[src/ffgp_pkg.sv]
// Shared types, constants and helper functions for the first-fit grid placer.
// Depends on nothing; imported by every module of the block.
package ffgp_pkg;

	localparam int GRID_ROWS = 64;
	localparam int GRID_COLS = 64;
	localparam int ROW_W     = $clog2(GRID_ROWS);
	localparam int COL_W     = $clog2(GRID_COLS);
	localparam int HGT_W     = 6;
	localparam int WID_W     = 8;
	localparam int POS_W     = 6;
	localparam int RUN_W     = HGT_W;

	localparam logic MODE_PLACE = 1'b0;
	localparam logic MODE_CLEAR = 1'b1;

	typedef logic [GRID_COLS-1:0] grid_row_t;
	typedef logic [RUN_W-1:0]     run_t;

	localparam run_t RUN_MAX = '1;

	typedef enum logic [3:0] {
		ST_CLEAR,
		ST_IDLE,
		ST_ZERO,
		ST_RD,
		ST_UPD,
		ST_WIN,
		ST_PICK,
		ST_MRD,
		ST_MWR
	} ffgp_state_t;

	typedef struct packed {
		logic clr;
		logic upd;
		logic win;
	} ffgp_scan_ctl_t;

	// Bit c set when ok[c +: w] is all ones; log-step doubling over the bits of w.
	function automatic grid_row_t win_fn(input grid_row_t ok, input logic [WID_W-1:0] w);
		grid_row_t      acc;
		grid_row_t      pw;
		logic [WID_W:0] sh;
		acc = '1;
		pw  = ok;
		sh  = '0;
		for (int b = 0; b < WID_W; b++) begin
			if (w[b]) begin
				acc = acc & (pw >> sh);
				sh  = sh + ((WID_W+1)'(1) << b);
			end
			pw = pw & (pw >> ((WID_W+1)'(1) << b));
		end
		return acc;
	endfunction

endpackage

[src/ffgp_col_scan.sv]
// Per-column free-run counters and window search for one grid row at a time.
// Depends on ffgp_pkg.
module ffgp_col_scan (
	input  logic                         clk,
	input  ffgp_pkg::ffgp_scan_ctl_t     ctl,
	input  ffgp_pkg::grid_row_t          row_data,
	input  logic [ffgp_pkg::HGT_W-1:0]   rect_h,
	input  logic [ffgp_pkg::WID_W-1:0]   rect_w,
	output logic                         found,
	output logic [ffgp_pkg::COL_W-1:0]   col
);
	import ffgp_pkg::*;

	run_t      runs_q [GRID_COLS];
	run_t      runs_nxt [GRID_COLS];
	grid_row_t ok;
	grid_row_t win_q;

	always_comb begin
		for (int c = 0; c < GRID_COLS; c++) begin
			if (row_data[c]) begin
				runs_nxt[c] = '0;
			end else if (runs_q[c] == RUN_MAX) begin
				runs_nxt[c] = RUN_MAX;
			end else begin
				runs_nxt[c] = runs_q[c] + run_t'(1);
			end
			ok[c] = (c < GRID_COLS - 1) && (runs_q[c] >= rect_h);
		end
	end

	always_ff @(posedge clk) begin
		for (int c = 0; c < GRID_COLS; c++) begin
			if (ctl.clr) begin
				runs_q[c] <= '0;
			end else if (ctl.upd) begin
				runs_q[c] <= runs_nxt[c];
			end
		end
		if (ctl.win) begin
			win_q <= win_fn(ok, rect_w);
		end
	end

	// lowest set column wins
	always_comb begin
		found = 1'b0;
		col   = '0;
		for (int c = GRID_COLS - 1; c >= 0; c--) begin
			if (win_q[c]) begin
				found = 1'b1;
				col   = COL_W'(c);
			end
		end
	end

endmodule

[config.mk]
export PLATFORM = sky130hd
export DESIGN_NAME = ffgp_col_scan
export DESIGN_NICKNAME = d
export VERILOG_FILES = /design/src/ffgp_pkg.sv /design/src/ffgp_col_scan.sv
export SDC_FILE = /design/constraint.sdc
export NUM_CORES = 2
export LEC_CHECK = 0
export ABC_AREA = 1
export BUFFER_PORTS_ARGS = -buffer_cell sky130_fd_sc_hd__buf_2
export CAP_MARGIN = 10
export CORE_MARGIN = 2
export CORE_UTILIZATION = 39
export CTS_CLUSTER_DIAMETER = 100
export CTS_CLUSTER_SIZE = 20
export DETAILED_ROUTE_END_ITERATION = 7
export GPL_TIMING_DRIVEN = 0
export PLACE_DENSITY = 0.65
export SLEW_MARGIN = 20
export SYNTH_ARGS = -nofsm -noshare
export SYNTH_HDL_FRONTEND = slang
export SYNTH_SLANG_ARGS = --single-unit
[constraint.sdc]
create_clock -name clk -period 7.4 [get_ports clk]
set_input_delay 0.37 -clock clk [delete_from_list [all_inputs] [get_ports clk]]
set_output_delay 0.37 -clock clk [all_outputs]
set_load 0.01 [all_outputs]
==> metrics.txt <==
critical path's slowest cell=nor2_1; DP Worst Slack=1.320 ns; VDD IR-drop max=163.7 µV; largest family of logic cells by synthesized area=compound AO/OA/AOI/OAI gates; CTS H-tree lvls=1; busiest grt layer=met2; Leak Pwr=16.84 nW; Cell variety after synth=50; count leader, synth=nand2_1; dominant cell type by area after synthesis=edfxtp_1; buffers from clock root to sink, at most=3; Inst Count DP=6424; first-pass GRT wire length=223.3 mm; worst path bufs/invs=4; crit-path max FO=5; TritonCTS clock tree=done; Num Clock Sinks=442; crit path to=win_q[5]; num rows=115; IO Count=89; Die Wd=319.3 µm; area share of the largest cell type after synthesis=0.3424; unrepaired setup endpoints after global routing=no; number of global-route vias before repair=35719; final worst path period share=0.7763; clock root buffer=clkbuf_16; grt total ovfl=0; Post-Route WL=151.4 mm; r2r endpoint=win_q[5]; Core ar.=98420 µm²; Synth warnings=0; most frequent CP cell=nand2_1; Worst Hold Class=input pin to flop; Post-CTS Setup Inserts=0; Reg2Reg Setup Slack=1.66 ns; Async SR Flop Fraction=0; Final GP Congestion=1.097; final worst slack=1.656 ns; CP required=7.74 ns; die area=101900 µm²; Final Hold Fails=0; Worst Setup SP=runs_q[1][36]; max incr delay on CP=0.82 ns; Post-Syn Area per Cell=7.696 µm²; crit end category=flop; crit path cell chain=inv_1, ha_1, inv_1, a21boi_1, o21a_1, o21a_1, o21a_1, o21ai_1, nand2_1, nand2_1, nor2_1, inv_2, nor2_1, inv_2, nor2_1, nand3_1, o21ai_1, mux2i_1, nand2_1, o21ai_0, nand2_1, a221oi_1, nor4_1; Clock Pin Slew Worst Setup and Hold Paths=0.09 ns; worst-margin pin slew=1.289 ns; Design Area, Final=42060 µm²; Clock Latency Late Sink=0.65 ns; TritonRoute pass-1 iters=6; post-CTS resize count=0; EDFF count, synth=442; Slew Limit Fails=0; initial antenna violation count=6; met1 Track Usage GR=0.3908; Clock Skew=0.03583 ns; Final min period=5.744 ns; Synth Area in Simple Gates=0.1712; Synth area leaders=edfxtp_1 (34%), ha_1 (14%), nand2_1 (8.3%); vias per cell=5.773; Final Net Count=5691; slew margin rel.=0.1409; Die Ht=319.3 µm; FF-to-FF path depth=23; routed length per instance=23.42 µm; xor and xnor area share after synthesis=0.02079; P&R area growth vs syn=8.489%; Fin Setup TNS=0 ns; status=finished, final reports clean; sequential power share=0.502; synthesized-area fraction occupied by ao, oa, aoi and oai cells=0.2195; Setup violations, final=0; Stages on worst setup path=23; Pwr per Cell Area=143.6 nW/µm²; post-synthesis sequential area ratio=0.3424; area of the mapped netlist=38760 µm²; Comb pwr share=0.221; synthesis-stage register bit count=442; # hold bufs at CTS=0; Main synth FF type=edfxtp_1; DRC Markers=0; 1st-iter DRT viols=3895; DR vias=37325; Net Sw Frac=0.3273; largest net degree at the start of global routing=65; routing usage on met2=0.4402; initial core utilization=0.3939; placed inst area=41220 µm²; fin util=0.4273; Startpoint Class=flop; Post-DP HPWL=117.5 mm; mux contribution to synthesized area=0.004131; syn nets=5560; PortBufs=85; Synth Area in Adders=0.1423; P_int=4.063 mW; CTS Buf Count=29; Total GRT Usage=0.2891; met3 Use GR=0.05823; Setup CP Type=flop to flop; Max Cap Viol=0; Routed Antenna Nets=0; Switch Pwr=1.977 mW; FF-to-FF Start=runs_q[1][36]; crit-path leading delay family=simple AND/OR/NAND/NOR gates; Worst EP arrival=6.08 ns; share of cells above drive strength 1=0.06780; Layout Cells excl Fill=6465; clock power share=0.277; maximum clock rate=0.1741 GHz; Cells after Synth=5037; Synth top cells by count=nand2_1 (861), inv_1 (680), edfxtp_1 (442)
-- cell families (layout without fill, tap and decap cells) --
family                     after synthesis  in the layout
and+or+nand+nor                       1619           1619
AOI/OAI and AO/OA                     1413           1413
buffers and inverters                 1014           1154
DFF                                    442            442
adders and majority gates              441            441
xor gates and xnor gates                92             92
muxes                                   16             16
other                                    0              1
-- worst min path at each step --
stage              startpoint              to  slack [ns]  cells past startpoint
2_1_floorplan          ctl[0]        win_q[0]        0.48                      0
3_3_place_gp   runs_q[1][132]  runs_q[1][132]        0.63                      1
3_5_place_dp   runs_q[1][120]  runs_q[1][120]        0.63                      1
4_1_cts          row_data[13]   runs_q[0][82]        0.07                      4
5_1_grt          row_data[13]   runs_q[0][82]        0.11                      4
6_report         row_data[13]   runs_q[0][82]        0.10                      4
-- layout make-up --
class / instances / area, µm²
fillers: 10036 / 56360
multi-input cells: 3581 / 21640
flip-flops and latches: 442 / 13270
inverters: 867 / 3334
well taps: 1287 / 1610
repair buffers: 100 / 812.0
clock buffers: 32 / 737.0
plain buffers: 147 / 553.0
clock inverters: 8 / 92.59
diodes: 1 / 2.502
-- sequential cells by signal, summed over array words and instances, names as in the netlist --
name	flops
runs_q	378
win_q	64
-- cells in the final DEF, fill, tap and decap left out, types with 117 or more instances in the layout --
| cell type | Yosys | layout |
|---|---|---|
| nand3_1 | 121 | 121 |
| ha_1 | 441 | 441 |
| inv_2 | 178 | 178 |
| nor3_1 | 140 | 140 |
| o21a_1 | 191 | 191 |
| nand2_1 | 861 | 861 |
| nor2_1 | 404 | 402 |
| o21ai_1 | 244 | 244 |
| o21ai_0 | 185 | 185 |
| a21oi_1 | 413 | 413 |
| clkbuf_1 | 114 | 117 |
| edfxtp_1 | 442 | 442 |
| inv_1 | 680 | 675 |
-- power groups by stage --
| stage | Combinational (mW) | Sequential, mW | Clock (mW) |
|---|---|---|---|
| 6_report | 1.33 | 3.03 | 1.67 |
| 5_1_grt | 1.47 | 3.06 | 1.78 |
| 4_1_cts | 1.31 | 3.03 | 1.72 |
| 3_5_place_dp | 1.30 | 3.09 | 0 |
| 3_3_place_gp | 1.25 | 3.11 | 0 |
| 2_1_floorplan | 0.816 | 3.07 | 0 |
-- per-stage QoR --
stage | hold WS (ns) | total power, mW
3_5_place_dp | 0.6283 | 4.386
6_report | 0.1048 | 6.039
2_1_floorplan | 0.4825 | 3.884
5_1_grt | 0.1131 | 6.311
3_3_place_gp | 0.6305 | 4.359
4_1_cts | 0.06933 | 6.056
-- metal layers --
| metal | vias to the layer above | wire (µm) |
|---|---|---|
| met1 | 17688 | 64680 |
| li1 | 17628 | - |
| met2 | 1656 | 63970 |
| met5 | - | 30 |
| met3 | 349 | 14240 |
| met4 | 4 | 8483 |
-- tightest hold or removal path: stages --
cell and delay, ns:
buf_2 0.07, nor2_1 0.04, o21ai_0 0.07, a21oi_1 0.04
(Power assumes the default switching activity.)
